==> config.mk <==
export PLATFORM = sky130hd
export DESIGN_NAME = utf8_to_escaped_code_transcoder_core
export DESIGN_NICKNAME = d
export VERILOG_FILES = /design/src/u2e_pkg.sv /design/src/utf8_to_escaped_code_transcoder_core.sv /design/src/u2e_front.sv /design/src/u2e_queue.sv /design/src/u2e_back.sv
export SDC_FILE = /design/constraint.sdc
export NUM_CORES = 1
export LEC_CHECK = 0
export CORE_ASPECT_RATIO = 1.1
export CORE_MARGIN = 2
export CORE_UTILIZATION = 45
export DETAILED_ROUTE_END_ITERATION = 8
export DONT_BUFFER_PORTS = 1
export PLACE_DENSITY = 0.68
export REMOVE_ABC_BUFFERS = 1
export SETUP_SLACK_MARGIN = 0.4
export SYNTH_ARGS = -nofsm -noshare
export SYNTH_HDL_FRONTEND = slang
export SYNTH_SLANG_ARGS = --single-unit
==> constraint.sdc <==
create_clock -name clk -period 4.1 [get_ports clk]
set_clock_uncertainty 0.05 [all_clocks]
set_input_delay 0.205 -clock clk [delete_from_list [all_inputs] [get_ports clk]]
set_output_delay 0.205 -clock clk [all_outputs]
set_load 0.02 [all_outputs]
==> src/u2e_pkg.sv <==
// ----------------------------------------------------------------------------
// u2e_pkg
// Types and constants shared by the transcoder front, queue and back end.
// ----------------------------------------------------------------------------
`default_nettype none

package u2e_pkg;

    typedef struct packed {
        logic [7:0] in_byte;
        logic       string_start;
    } in_item_t;

    typedef struct packed {
        logic [7:0] out_byte;
        logic       last_of_run;
    } out_item_t;

    localparam logic [1:0] KIND_SINGLE   = 2'd0;
    localparam logic [1:0] KIND_ESC_LOW  = 2'd1;
    localparam logic [1:0] KIND_ESC_ZERO = 2'd2;

    typedef struct packed {
        logic [1:0]  kind;
        logic [15:0] code;
    } cmd_t;

    localparam logic [7:0] ESC_MARK_ONE = 8'h01;
    localparam logic [7:0] ESC_MARK_TWO = 8'h02;

    localparam logic [7:0] CONT_MASK  = 8'h3f;
    localparam logic [7:0] LEAD4_MASK = 8'h07;
    localparam logic [7:0] LEAD3_MASK = 8'h0f;
    localparam logic [7:0] LEAD2_MASK = 8'h1f;

    localparam logic [1:0] STEP_FIRST  = 2'd0;
    localparam logic [1:0] STEP_SECOND = 2'd1;
    localparam logic [1:0] STEP_THIRD  = 2'd2;

endpackage

`default_nettype wire

==> src/utf8_to_escaped_code_transcoder_core.sv <==
// ----------------------------------------------------------------------------
// utf8_to_escaped_code_transcoder_core
// UTF-8 byte stream to escaped 16-bit code byte stream.
// ----------------------------------------------------------------------------
// The front end takes one UTF-8 byte per cycle while its command queue has
// room (QUEUE_DEPTH entries) and pushes one command per completed code. The
// back end sends one output byte per cycle while the output is not stalled:
// one byte for a code of 0xFF or less, three bytes for an escaped code, so
// the output port sets the sustained rate. The first output byte of a code
// passes through the queue entry and then the registered output stage
// before it is offered.
`default_nettype none

module utf8_to_escaped_code_transcoder_core #(
    parameter int QUEUE_DEPTH = 4
) (
    input  wire logic                clk,
    input  wire logic                rst_n,
    input  wire logic                utf_valid,
    output logic                     utf_stall,
    input  wire u2e_pkg::in_item_t   utf_item,
    output logic                     esc_valid,
    input  wire logic                esc_stall,
    output u2e_pkg::out_item_t       esc_item
);

    logic          push;
    u2e_pkg::cmd_t push_cmd;
    logic          pop;
    u2e_pkg::cmd_t head_cmd;
    logic          empty;
    logic          full;

    u2e_front u_front (
        .clk        (clk),
        .rst_n      (rst_n),
        .utf_valid  (utf_valid),
        .utf_stall  (utf_stall),
        .utf_item   (utf_item),
        .queue_full (full),
        .push       (push),
        .push_cmd   (push_cmd)
    );

    u2e_queue #(
        .DEPTH (QUEUE_DEPTH)
    ) u_queue (
        .clk      (clk),
        .rst_n    (rst_n),
        .push     (push),
        .push_cmd (push_cmd),
        .pop      (pop),
        .head_cmd (head_cmd),
        .empty    (empty),
        .full     (full)
    );

    u2e_back u_back (
        .clk       (clk),
        .rst_n     (rst_n),
        .head_cmd  (head_cmd),
        .empty     (empty),
        .pop       (pop),
        .esc_valid (esc_valid),
        .esc_stall (esc_stall),
        .esc_item  (esc_item)
    );

endmodule

`default_nettype wire

==> src/u2e_front.sv <==
// ----------------------------------------------------------------------------
// u2e_front
// Accepts UTF-8 bytes, tracks pending continuations and classifies each
// completed code into an output command.
// ----------------------------------------------------------------------------
`default_nettype none

module u2e_front (
    input  wire logic            clk,
    input  wire logic            rst_n,
    input  wire logic            utf_valid,
    output logic                 utf_stall,
    input  wire u2e_pkg::in_item_t utf_item,
    input  wire logic            queue_full,
    output logic                 push,
    output u2e_pkg::cmd_t        push_cmd
);

    logic [1:0]  pend_reg;
    logic [1:0]  pend_next;
    logic [15:0] accum_reg;
    logic [15:0] accum_next;
    logic [1:0]  pend_cur;
    logic [15:0] accum_cur;
    logic [7:0]  b;
    logic        accept;
    logic        emit;
    logic [15:0] code;

    assign utf_stall = queue_full;
    assign accept    = utf_valid && !queue_full;
    assign b         = utf_item.in_byte;

    always_comb
    begin
        pend_cur   = utf_item.string_start ? 2'd0 : pend_reg;
        accum_cur  = utf_item.string_start ? 16'd0 : accum_reg;
        pend_next  = pend_cur;
        accum_next = accum_cur;
        emit       = 1'b0;
        code       = accum_cur;
        if (pend_cur != 2'd0)
        begin
            accum_next = {accum_cur[9:0], b[5:0] & u2e_pkg::CONT_MASK[5:0]};
            pend_next  = pend_cur - 2'd1;
            emit       = (pend_next == 2'd0);
            code       = accum_next;
        end
        else if (b inside {[8'hf0:8'hff]})
        begin
            pend_next  = 2'd3;
            accum_next = {8'h00, b & u2e_pkg::LEAD4_MASK};
        end
        else if (b inside {[8'he0:8'hef]})
        begin
            pend_next  = 2'd2;
            accum_next = {8'h00, b & u2e_pkg::LEAD3_MASK};
        end
        else if (b inside {[8'hc0:8'hdf]})
        begin
            pend_next  = 2'd1;
            accum_next = {8'h00, b & u2e_pkg::LEAD2_MASK};
        end
        else
        begin
            emit = 1'b1;
            code = {8'h00, b};
        end
    end

    always_comb
    begin
        push_cmd.code = code;
        if (code[15:8] == 8'h00)
            push_cmd.kind = u2e_pkg::KIND_SINGLE;
        else if (code[7:0] != 8'h00)
            push_cmd.kind = u2e_pkg::KIND_ESC_LOW;
        else
            push_cmd.kind = u2e_pkg::KIND_ESC_ZERO;
    end

    assign push = accept && emit;

    always_ff @(posedge clk or negedge rst_n)
    begin
        if (!rst_n)
        begin
            pend_reg  <= 2'd0;
            accum_reg <= 16'd0;
        end
        else if (accept)
        begin
            pend_reg  <= pend_next;
            accum_reg <= accum_next;
        end
    end

endmodule

`default_nettype wire

==> src/u2e_queue.sv <==
// ----------------------------------------------------------------------------
// u2e_queue
// Small command queue between the decoder front and the byte emitter.
// ----------------------------------------------------------------------------
`default_nettype none

module u2e_queue #(
    parameter int DEPTH = 4
) (
    input  wire logic          clk,
    input  wire logic          rst_n,
    input  wire logic          push,
    input  wire u2e_pkg::cmd_t push_cmd,
    input  wire logic          pop,
    output u2e_pkg::cmd_t      head_cmd,
    output logic               empty,
    output logic               full
);

    localparam int PTR_W = (DEPTH > 1) ? $clog2(DEPTH) : 1;
    localparam int CNT_W = $clog2(DEPTH + 1);
    localparam logic [PTR_W-1:0] LAST_PTR = PTR_W'(DEPTH - 1);
    localparam logic [CNT_W-1:0] FULL_CNT = CNT_W'(DEPTH);

    u2e_pkg::cmd_t          entry_reg [DEPTH];
    logic [PTR_W-1:0]       wr_ptr_reg;
    logic [PTR_W-1:0]       rd_ptr_reg;
    logic [CNT_W-1:0]       count_reg;
    logic [CNT_W-1:0]       count_next;
    logic                   do_push;
    logic                   do_pop;

    assign empty    = (count_reg == '0);
    assign full     = (count_reg == FULL_CNT);
    assign head_cmd = entry_reg[rd_ptr_reg];
    assign do_push  = push && !full;
    assign do_pop   = pop && !empty;

    always_comb
    begin
        count_next = count_reg;
        if (do_push && !do_pop)
            count_next = count_reg + CNT_W'(1);
        else if (do_pop && !do_push)
            count_next = count_reg - CNT_W'(1);
    end

    always_ff @(posedge clk)
    begin
        if (do_push)
            entry_reg[wr_ptr_reg] <= push_cmd;
    end

    always_ff @(posedge clk or negedge rst_n)
    begin
        if (!rst_n)
        begin
            wr_ptr_reg <= '0;
            rd_ptr_reg <= '0;
            count_reg  <= '0;
        end
        else
        begin
            count_reg <= count_next;
            if (do_push)
                wr_ptr_reg <= (wr_ptr_reg == LAST_PTR) ? '0 : wr_ptr_reg + PTR_W'(1);
            if (do_pop)
                rd_ptr_reg <= (rd_ptr_reg == LAST_PTR) ? '0 : rd_ptr_reg + PTR_W'(1);
        end
    end

endmodule

`default_nettype wire

==> src/u2e_back.sv <==
// ----------------------------------------------------------------------------
// u2e_back
// Expands each queued command into one or three output bytes through a
// registered output stage.
// ----------------------------------------------------------------------------
`default_nettype none

module u2e_back (
    input  wire logic               clk,
    input  wire logic               rst_n,
    input  wire u2e_pkg::cmd_t      head_cmd,
    input  wire logic               empty,
    output logic                    pop,
    output logic                    esc_valid,
    input  wire logic               esc_stall,
    output u2e_pkg::out_item_t      esc_item
);

    logic                    out_valid_reg;
    logic                    out_valid_next;
    u2e_pkg::out_item_t      out_item_reg;
    u2e_pkg::out_item_t      out_item_next;
    logic [1:0]              step_reg;
    logic [1:0]              step_next;
    logic                    load;
    logic                    last;

    assign load = !empty && (!out_valid_reg || !esc_stall);

    always_comb
    begin
        out_item_next = out_item_reg;
        last          = 1'b0;
        case (head_cmd.kind)
            u2e_pkg::KIND_ESC_LOW:
            begin
                case (step_reg)
                    u2e_pkg::STEP_FIRST:  out_item_next.out_byte = u2e_pkg::ESC_MARK_ONE;
                    u2e_pkg::STEP_SECOND: out_item_next.out_byte = head_cmd.code[7:0];
                    default:
                    begin
                        out_item_next.out_byte = head_cmd.code[15:8];
                        last = 1'b1;
                    end
                endcase
            end
            u2e_pkg::KIND_ESC_ZERO:
            begin
                case (step_reg)
                    u2e_pkg::STEP_FIRST:  out_item_next.out_byte = u2e_pkg::ESC_MARK_TWO;
                    u2e_pkg::STEP_SECOND: out_item_next.out_byte = u2e_pkg::ESC_MARK_ONE;
                    default:
                    begin
                        out_item_next.out_byte = head_cmd.code[15:8];
                        last = 1'b1;
                    end
                endcase
            end
            default:
            begin
                out_item_next.out_byte = head_cmd.code[7:0];
                last = 1'b1;
            end
        endcase
        out_item_next.last_of_run = last;
    end

    always_comb
    begin
        step_next      = step_reg;
        out_valid_next = out_valid_reg;
        if (!out_valid_reg || !esc_stall)
            out_valid_next = !empty;
        if (load)
            step_next = last ? u2e_pkg::STEP_FIRST : step_reg + 2'd1;
    end

    assign pop       = load && last;
    assign esc_valid = out_valid_reg;
    assign esc_item  = out_item_reg;

    always_ff @(posedge clk)
    begin
        if (load)
            out_item_reg <= out_item_next;
    end

    always_ff @(posedge clk or negedge rst_n)
    begin
        if (!rst_n)
        begin
            out_valid_reg <= 1'b0;
            step_reg      <= u2e_pkg::STEP_FIRST;
        end
        else
        begin
            out_valid_reg <= out_valid_next;
            step_reg      <= step_next;
        end
    end

endmodule

`default_nettype wire

* Yosys cells after proc, flatten, opt, wreduce, memory -nomap -nowiden *
Memories as Yosys holds them, arrays and structs flattened.
Index checks and enable logic that the tools add are counted.

storage, ports and cells
  input port bits = 13
  memories kept = 1
  bits in writable memories = 72
  bits in registers = 37
  output and inout port bits = 11

operators by class
  $add $sub $neg = 6
  reductions and logical operators = 27
  muxes and demuxes = 32
  equal/unequal tests = 6
  order comparisons = 6

memory list
  name               depth  width  rd ports  clocked after memory_dff  wr ports  RTL line         source
  u_queue.entry_reg  4      18     1         0                         1         u2e_queue.sv:25  u2e_pkg::cmd_t entry_reg [DEPTH];

operators with widths
  operator                                                               number
  16-bit two-way mux                                                     9
  8-bit one-hot mux with 2 select lines                                  3
  8-bit greater-or-equal comparator, second input constant               3
  8-bit less-or-equal comparator, second input constant                  3
  2-bit two-way mux                                                      10
  1-bit logical AND                                                      11
  8-bit zero test                                                        1
  1-bit two-way mux                                                      8
  8-bit nonzero test                                                     1
  2-bit by 1-bit adder with 2-bit output, second input constant          3
  2-bit equality test, second input constant                             3
  1-bit zero test                                                        6
  3-bit two-way mux                                                      2
  2-bit by 1-bit equality test with 1-bit output, second input constant  2
  2-bit zero test                                                        2
  2-bit nonzero test                                                     2
  2-bit OR reduction                                                     2
  3-bit by 1-bit adder with 3-bit output, second input constant          1
  3-bit equality test, second input constant                             1
  3-bit zero test                                                        1
  3-bit by 1-bit subtractor with 3-bit output, second input constant     1
  2-bit by 1-bit subtractor with 2-bit output, second input constant     1
  1-bit logical OR                                                       1

* Logic depth before layout (Yosys ltp) *
Gate-level depths: netlist of the first run.

  depth after elaboration = 12
  mapped depth = 14
  mapped depth without buffers = 11

* Modules after synthesis *
Synthesis of the first run repeated with hierarchy kept, for this count alone.

unflattened totals
  cell total of the unflattened synthesis = 323
  area total of the unflattened synthesis = 4907.2 µm²

by module, submodules not included
  module     sequential area each (µm²)  cells each  area an instance (µm²)  times used
  u2e_queue  2337.2                      131         3046.7                  1
  u2e_front  450.4                       141         1219.9                  1
  u2e_back   345.3                       51          640.6                   1

* Worst setup path before layout of the first run *
No wires, ideal clock.

  path kind = flip-flop to flip-flop
  start = reg u_queue.rd_ptr_reg[0]
  end = reg u_queue.count_reg[2]
  required time = 3.971 ns
  path slack = 0.901 ns
  path buffers = 3
  arrival = 3.070 ns
  cell stages (with the launch flop) = 14
  cell sequence = dfrtp_1 > buf_6 > buf_6 > buf_6 > mux4_2 > ha_1 > o21bai_1 > nand2_1 > ha_1 > inv_1 > fa_1 > xor2_1 > nor2_1 > xor2_1

between the ends
  cells in the longest elaborated chain, start to end = 9
  elaborated cells on any way between the ends = 12
  those cells by class = 2 x eq/ne; 2 x mux; 7 x reduce/logical; 1 x memory

RTL lines
  element                                                                                RTL line         source
  start, declared                                                                        u2e_queue.sv:27  logic [PTR_W-1:0] rd_ptr_reg;
  start signal, assigned                                                                 u2e_queue.sv:68  rd_ptr_reg <= (rd_ptr_reg == LAST_PTR) ? '0 : rd_ptr_reg + PTR_W'(1);
  memory 4 x 18 bit *                                                                    --
  2-bit by 1-bit equality test with 1-bit output or 2-bit equality test (tied branches)  u2e_back.sv:34   case (head_cmd.kind)
  2-bit OR reduction (no line) *                                                         --
  1-bit two-way mux *                                                                    --
  named net u_back.last                                                                  u2e_back.sv:26   logic last;
  1-bit logical AND *                                                                    u2e_back.sv:78   assign pop = load && last;
  1-bit logical AND *                                                                    u2e_queue.sv:37  assign do_pop = pop && !empty;
  1-bit zero test                                                                        u2e_queue.sv:42  if (do_push && !do_pop)
  1-bit logical AND                                                                      u2e_queue.sv:42
  3-bit two-way mux or 2-bit nonzero test (tied branches)                                --
  end signal, assigned                                                                   u2e_queue.sv:64  count_reg <= count_next;
  end, declared                                                                          u2e_queue.sv:28  logic [CNT_W-1:0] count_reg;

Mark *: on every way through the listed nets, which the timed path passes. The rest lies on a longest branch.
A chain may end at the register's enable or synchronous reset.

* Final worst setup path of the first run *
Same ends and word-level chain as after synthesis.

==> impl_metrics.ini, run 1 <==
[timing]
hold_violations = 0
slew_viol_final = 0
min_period_ns = 3.35
tns_ns = 0
relSlewSlack_pct = 36.1
setup_violations = 0
fmax_mhz = 299
worst_slew_pin_slew_ns = 0.959
post-route-period-util_pct = 81.6
rsz0062_at_grt = false

[logic_synthesis]
ys_seq_area_share_pct = 63.3
synth.distinct_cells = 41
syn_inst = 352
synth_common_cells = edfxtp_1, nand2_1, dfrtp_1
synth_largest_area_cell = edfxtp_1
syn_area_um2 = 4950
synth_area_leaders = edfxtp_1, dfrtp_1, mux4_2
yosysWarningCount = 0
synth_top_area_share_pct = 49.1
ys_ff_latch = 109
synthFlopType = edfxtp_1
synth_most_common_cell = edfxtp_1
synth-edff-count = 81
ys_async_sr_fraction_pct = 25.7
syn_area_per_cell_um2 = 14.1

[cts]
cts_resized = 0
clock-root-buffer = clkbuf_16
cts_buffer_depth = 2
clock-sinks = 109
cts_buffers = 9
clk_pin_slew_ns = 0.08
insertion_delay_ns = 0.35
cts_tree = done
postCtsSetupBuffers = 0
htreeDepth = 3

[worst_setup_path]
end_kind = flip-flop
cp_max_fo = 12
crit_type = reg2reg
r2r_cells = 10
cp.required_ns = 4.32
startpoint_type = flip-flop
slowest_stage = dfrtp_1
critPathArrivalTime_ns = 3.57
cp_cell_sequence = mux4_2, ha_1, o21bai_1, nand2_1, ha_1, inv_1, fa_1, xor2_1, nor2_1, xor2_1
cpPeakStageDelay_ns = 0.66

[placed_design]
dpl.hpwl_um = 6440
gp_congestion = 0.834
port-buffer-count = 0

[global_routing]
grt_max_degree = 29
met3_usage_pct = 2.86
antenna_found_initial = 0
grt.busiest_layer = met2
grt_pass1_vias = 3060
grt.overflow.total = 0
grt_pass1_wl_um = 16200
grtUsageMet1_pct = 24.0
grt_usage_pct = 17.8
met2_usage_pct = 29.0

[drt]
wl_um = 9740
dr.pass1.iters = 5
drc = 0
via_per_inst = 5.82
ant_nets = 0
drt_iter0_markers = 178
wl_per_cell_um = 18.9
vias = 2990

[power]
switching_share_pct = 35.2
vdd_drop_max_mv = 0.272
power.switching_uw = 1430
p_comb_share_pct = 32.6
p_leak_uw = 0.00199
clkPwrFrac_pct = 22.0
intPower_uw = 2630
pwr_density_cell_nw_per_um2 = 739
fin_total_pwr_uw = 4060
power_frac_seq_pct = 45.5

[floorplan]
io_pins = 24
die_h_um = 114
rows = 40
core_um2 = 10800
die_x_um = 104
start_util_pct = 45.8
dieArea_um2 = 11900

[worst_hold_path]
min_path_cells = 2
worst_hold_path_type = in2reg

[layout]
largest_reg_flops = 72
final_nets = 386
fillers = 914
diodes = 0
area_growth_pct = 10.8
layout-drive-gt1-share_pct = 12.8

[status]
status = complete, no violations

[run]
maxCapViolations = 0
## kinds of logic after synthesis
kind of cell               share of synthesized area [%]
xor gates and xnor gates                           0.531
adders and majority gates                           2.93
DFF                                                 63.3
and+or+nand+nor                                     7.35
AOI/OAI and AO/OA                                   11.2
muxes                                               11.0
buffers and inverters                               3.76
## power groups by stage
stage               Clock (uW)  Combinational (uW)  Sequential, uW
floorplan                    0                 966            1830
global placement             0                1270            1860
detailed placement           0                1310            1870
CTS                        904                1340            1840
global route               936                1490            1880
finish                     891                1320            1840
## metal layers
layer / vias up / share of wire [%]
met5: - / 0
met4: 0 / 1.8
met3: 12 / 4.2
met2: 99 / 49
met1: 1513 / 45
li1: 1366 / -
## what timing repair did
| item | 4_1_cts | 5_1_grt |
|---|---|---|
| hold endpoints to repair | 46 | 0 |
| endpoints found under the setup margin | 0 | 0 |
| hold buffers | 10 | 0 |
## worst max-delay path: cells and delay by family (launching register included)
| family | cells | cell delay, ns |
|---|---|---|
| adders and majority gates | 3 | 1.03 |
| DFF | 1 | 0.66 |
| muxes | 1 | 0.58 |
| xor gates and xnor gates | 2 | 0.35 |
| and+or+nand+nor | 2 | 0.28 |
| AOI/OAI and AO/OA | 1 | 0.24 |
| buffers and inverters | 1 | 0.07 |
## placed cells by master (no fill, tap or decap), types with 8 or more instances in the layout
| cell type | netlist | layout |
|---|---|---|
| clkbuf_16 | 0 | 9 |
| edfxtp_1 | 81 | 81 |
| nor2_1 | 23 | 23 |
| a32oi_1 | 11 | 11 |
| ha_1 | 10 | 10 |
| a22o_1 | 9 | 9 |
| inv_1 | 23 | 23 |
| dlygate4sd3_1 | 0 | 9 |
| mux4_2 | 17 | 17 |
| o21ai_0 | 18 | 18 |
| o21ai_1 | 8 | 8 |
| a21oi_1 | 8 | 8 |
| o22ai_1 | 9 | 9 |
| nand2_1 | 30 | 30 |
| dfrtp_1 | 28 | 28 |
## final cells by class
type                    count  area, um2  share of cell area [%]
clock buffers              10        229                    4.17
well taps                 147        184                    3.35
clock inverters             6       81.3                    1.48
multi-input cells         205       1630                    29.8
flip-flops and latches    109       3130                    57.1
repair buffers             14        140                    2.55
inverters                  23       86.3                    1.57
## stage by stage
stage,util [%],instances,cell area (um2),hold slack (ns),setup slack [ns]
3_5_place_dp,46.9,488,5070,-0.140,0.789
2_1_floorplan,-,337,4850,-0.141,0.590
4_1_cts,50.8,514,5490,0.0131,0.749
5_1_grt,50.8,514,5490,0.0460,0.573
6_report,50.8,514,5490,0.0199,0.754
3_3_place_gp,46.9,488,5070,-0.140,0.869
## final timing paths
path | startpoint | endpoint | slack (ns)
setup / recovery | u_queue.rd_ptr_reg[0] | u_queue.count_reg[2] | 0.75
hold / removal | utf_item[6] | u_front.accum_reg[5] | 0.02
setup reg to reg | u_queue.rd_ptr_reg[0] | u_queue.count_reg[2] | 0.75
hold reg to reg | u_queue.count_reg[2] | u_queue.count_reg[2] | 0.44
max in group asynchronous | rst_n | u_queue.wr_ptr_reg[1] | 3.58
min in group asynchronous | rst_n | u_front.accum_reg[9] | 0.25
(Power assumes the default switching activity.)
==> run 2, diff against run 1 <==
clock period = 3.09 ns   (was 4.1 ns; I/O delays follow)
==> impl_metrics.ini, run 2 (synthesis gave the netlist of run 1 again) <==
[placed_design]
place_inst = 494
dpl.hpwl_um = 6520
gp_congestion = 0.886
dpl_cell_area_um2 = 5110
port-buffer-count = 0

[cts]
htreeDepth = 3
clk_pin_slew_ns = 0.07
clock-root-buffer = clkbuf_16
clock-sinks = 109
cts_tree = done
insertion_delay_ns = 0.34
cts_buffers = 9
cts_buffer_depth = 2

[floorplan]
start_util_pct = 45.8
die_x_um = 104
core_um2 = 10800
rows = 40
dieArea_um2 = 11900
io_pins = 24
die_h_um = 114

[drt]
drt_iter0_markers = 202
wl_per_cell_um = 19.4
drc = 0
ant_nets = 0
via_per_inst = 5.74
dr.pass1.iters = 4
vias = 3000
wl_um = 10200

[global_routing]
antenna_found_initial = 0
grt_pass1_vias = 3108
grt.overflow.total = 0
grt_max_degree = 29
grt_pass1_wl_um = 16500
grt_usage_pct = 18.5

[timing]
min_period_ns = 2.60
worst_slew_pin_slew_ns = 0.676
fmax_mhz = 385
slew_viol_final = 0
whs_ns = 0.0147
post-route-period-util_pct = 84.1
rsz0062_at_grt = true
relSlewSlack_pct = 54.4
setup_violations = 0
hold_violations = 0

[layout]
area_growth_pct = 12.2
largest_reg_flops = 72
layout-drive-gt1-share_pct = 16.2
fillers = 934
final_nets = 395
layout_commonest_cell = edfxtp_1
finish.utilization_pct = 51.4
layout_common_cells = edfxtp_1, nand2_1, dfrtp_1, nor2_1, inv_1
post-route-cell-area_um2 = 5560
diodes = 0
instances_no_fill = 523

[worst_setup_path]
cp_max_fo = 3
startpoint_type = flip-flop
crit_type = reg2reg
cp.required_ns = 3.30
critPathArrivalTime_ns = 2.81
cp_cell_sequence = mux4_2, inv_2, ha_4, o21bai_4, nand2_4, ha_4, inv_2, fa_2, xor2_1, nor2_1, xor2_1
slowest_stage = mux4_2
end_kind = flip-flop
cpPeakStageDelay_ns = 0.55

[run]
maxCapViolations = 0

[power]
vdd_drop_max_mv = 0.452
switching_share_pct = 35.4
p_comb_share_pct = 36.9
pwr_density_cell_nw_per_um2 = 990
clkPwrFrac_pct = 19.2
p_leak_uw = 0.00202
intPower_uw = 3560
power.switching_uw = 1950
power_frac_seq_pct = 43.9

[status]
status = complete, no violations

[worst_hold_path]
worst_hold_path_type = in2reg
run 2: cell types whose count changed in the layout (fill, tap and decap cells not counted), moves of 2 or more:
cell and change:
ha_1 -2, ha_4 +2, inv_2 +2, inv_1 -2, clkinvlp_4 -2, buf_4 +9
run 2: cell type report:
class	instances	area (um2)	area share [%]
Multi-Input combinational cell	205	1680	30.2
Inverter	23	86.3	1.55
Timing Repair Buffer	23	208	3.74
Sequential cell	109	3130	56.4
Tap cell	147	184	3.31
Clock buffer	11	233	4.19
Clock inverter	5	35.0	0.630
run 2: timing repair:
item / CTS / global route
gates resized for setup: 7 / 4
hold endpoints to repair: 47 / 0
pin swaps: 4 / 4
endpoints found under the setup margin: 2 / 8
setup buffers: 3 / 0
hold buffers: 10 / 0
run 2: power groups by stage:
stage / Clock (uW) / Sequential, uW / Combinational (uW)
after CTS: 1070 / 2420 / 2010
after floorplan: 0 / 2430 / 1280
after global placement: 0 / 2420 / 1790
after detailed placement: 0 / 2450 / 1850
final: 1050 / 2420 / 2030
after global routing: 1140 / 2450 / 2270
run 2: per-stage QoR:
step / setup TNS, ns / worst slack (ns) / power [uW]
6_report: 0 / 0.492 / 5500
4_1_cts: 0 / 0.400 / 5500
2_1_floorplan: -0.800 / -0.420 / 3720
3_5_place_dp: 0 / 0.148 / 4300
5_1_grt: 0 / 0.338 / 5860
3_3_place_gp: 0 / 0.275 / 4210
run 2: path summary, 6_finish.rpt:
path                       slack [ns]  cells after the start                   from               endpoint
setup / recovery                 0.49                     11  u_queue.rd_ptr_reg[0]   u_queue.count_reg[2]
hold / removal                   0.01                      3            utf_item[0]    u_front.pend_reg[0]
setup reg to reg                 0.49                     11  u_queue.rd_ptr_reg[0]   u_queue.count_reg[2]
hold reg to reg                  0.45                      1   u_queue.count_reg[2]   u_queue.count_reg[2]
max in group asynchronous        2.61                      2                  rst_n  u_front.accum_reg[13]
min in group asynchronous        0.20                      2                  rst_n     u_back.step_reg[1]
run 2: worst max-delay path: cells and delay by family (launching register included):
| family | cells | cell delay, ns |
|---|---|---|
| fa+ha+maj | 3 | 0.69 |
| mux | 1 | 0.55 |
| flops | 1 | 0.41 |
| xor+xnor | 2 | 0.30 |
| simple gates | 2 | 0.19 |
| compound gates | 1 | 0.18 |
| buf+inv | 2 | 0.13 |
run 2: layer usage:
metal  wire, um  share of wire, %  up-vias  GRT usage, %
met3        501               4.9       15          4.11
met2       5130                51      112          30.8
met4        180               1.8        0          7.03
met1       4340                43     1490          23.8
met5          0                 0        -             0
li1           -                 -     1383             -
==> run 3, diff against run 2 <==
clock period = 2.6 ns   (was 3.09 ns; I/O delays follow)
==> impl_metrics.ini, run 3 (synthesis gave the netlist of run 1 again) <==
[cts]
cts_tree = done
htreeDepth = 3
insertion_delay_ns = 0.34
clk_pin_slew_ns = 0.07
clock-sinks = 109
clock-root-buffer = clkbuf_16
cts_buffers = 9
cts_buffer_depth = 2

[layout]
area_growth_pct = 13.4
layout-drive-gt1-share_pct = 18.6
diodes = 0
fillers = 924
final_nets = 396
layout_common_cells = edfxtp_1, nand2_1, dfrtp_1, nor2_1, inv_1
finish.utilization_pct = 51.9
largest_reg_flops = 72
multiInputGateArea_um2 = 1700
register_area_um2 = 3130
layout_commonest_cell = edfxtp_1

[placed_design]
port-buffer-count = 0
dpl.hpwl_um = 6500
pre_cts_ws_ns = -0.205
gp_congestion = 0.848

[global_routing]
grt_pass1_wl_um = 16000
grt.overflow.total = 0
grt_usage_pct = 17.9
antenna_found_initial = 0
grt_max_degree = 29
grt_pass1_vias = 2985

[drt]
drc = 0
wl_per_cell_um = 19.2
vias = 2986
dr.pass1.iters = 4
wl_um = 10100
drt_iter0_markers = 187
ant_nets = 0
via_per_inst = 5.70

[timing]
fmax_mhz = 385
whs_ns = 0.0343
worst_slew_pin_slew_ns = 0.644
slew_viol_final = 0
min_period_ns = 2.60
tns_ns = 0
rsz0062_at_grt = true
hold_violations = 0
setup_violations = 0
post-route-period-util_pct = 99.9
timing.final.ws_setup_ns = 0.00304
relSlewSlack_pct = 56.9

[worst_setup_path]
cp_max_fo = 4
critPathArrivalTime_ns = 2.77
slowest_stage = mux4_2
crit_family = adder cells
crit_type = reg2reg
startpoint_type = flip-flop
cp.required_ns = 2.78
r2r_setup_slack_ns = 0.003
cp_common_cell = ha_4
end_kind = flip-flop
critPathBufInv = 1
cp_cell_sequence = mux4_2, ha_4, o21bai_4, nand2_2, ha_4, inv_2, fa_2, mux2_2
cpPeakStageDelay_ns = 0.55

[power]
switching_share_pct = 34.6
pwr_density_cell_nw_per_um2 = 1190
power_frac_seq_pct = 43.0
p_leak_uw = 0.00204
vdd_drop_max_mv = 0.461
p_comb_share_pct = 36.8
intPower_uw = 4380
power.switching_uw = 2310
clkPwrFrac_pct = 20.3

[floorplan]
start_util_pct = 45.8
io_pins = 24
core_um2 = 10800
dieArea_um2 = 11900
die_h_um = 114
die_x_um = 104
rows = 40

[run]
maxCapViolations = 0

[worst_hold_path]
worst_hold_path_type = in2reg

[status]
status = complete, no violations
[run 3: worst paths after layout]
kind	to	cells after the start	start
worst min register to register	u_queue.count_reg[2]	1	u_queue.count_reg[2]
max in group asynchronous	u_queue.rd_ptr_reg[0]	2	rst_n
min in group asynchronous	u_front.accum_reg[11]	2	rst_n
worst min-delay path	u_front.accum_reg[3]	3	utf_item[6]
worst max-delay path	u_queue.count_reg[1]	8	u_queue.rd_ptr_reg[0]
worst max register to register	u_queue.count_reg[1]	8	u_queue.rd_ptr_reg[0]
[run 3: metrics by stage]
stage               total power (uW)  area [um2]  cells
finish                          6690        5620    524
global route                    7100        5620    524
CTS                             6680        5590    524
detailed placement              5140        5130    496
global placement                5050        5130    496
floorplan                       4420        4850    337
[run 3: worst min-delay path: stages]
cell,delay [ns]
a21oi_1,0.04
o21ai_0,0.14
o2bb2ai_1,0.08
[run 3: final cells by class]
| cell class | count | share of cell area, % |
|---|---|---|
| Clock buffer | 12 | 4.39 |
| Tap cell | 147 | 3.28 |
| Multi-Input combinational cell | 205 | 30.3 |
| Sequential cell | 109 | 55.8 |
| Timing Repair Buffer | 24 | 3.83 |
| Clock inverter | 4 | 0.824 |
| Inverter | 23 | 1.54 |
[run 3: power groups by stage]
| stage | clock [uW] | sequential (uW) | combinational (uW) |
|---|---|---|---|
| after floorplan | 0 | 2890 | 1520 |
| after global placement | 0 | 2880 | 2180 |
| after detailed placement | 0 | 2910 | 2230 |
| after CTS | 1380 | 2870 | 2430 |
| after global routing | 1450 | 2920 | 2730 |
| final | 1360 | 2870 | 2460 |
[run 3: per-layer routing]
layer	routed length [um]	GRT usage, %
met1	4300	23.8
met3	476	2.51
met4	227	8.20
met2	5080	29.6
met5	0	0
[run 3: timing repair]
| action | 4_1_cts | 5_1_grt |
|---|---|---|
| endpoints found under the hold margin | 67 | 0 |
| pin swaps | 4 | 1 |
| resized for setup | 12 | 8 |
| setup buffers | 2 | 0 |
| gates cloned | 0 | 0 |
| hold buffers | 10 | 0 |
| endpoints found under the setup margin | 83 | 100 |
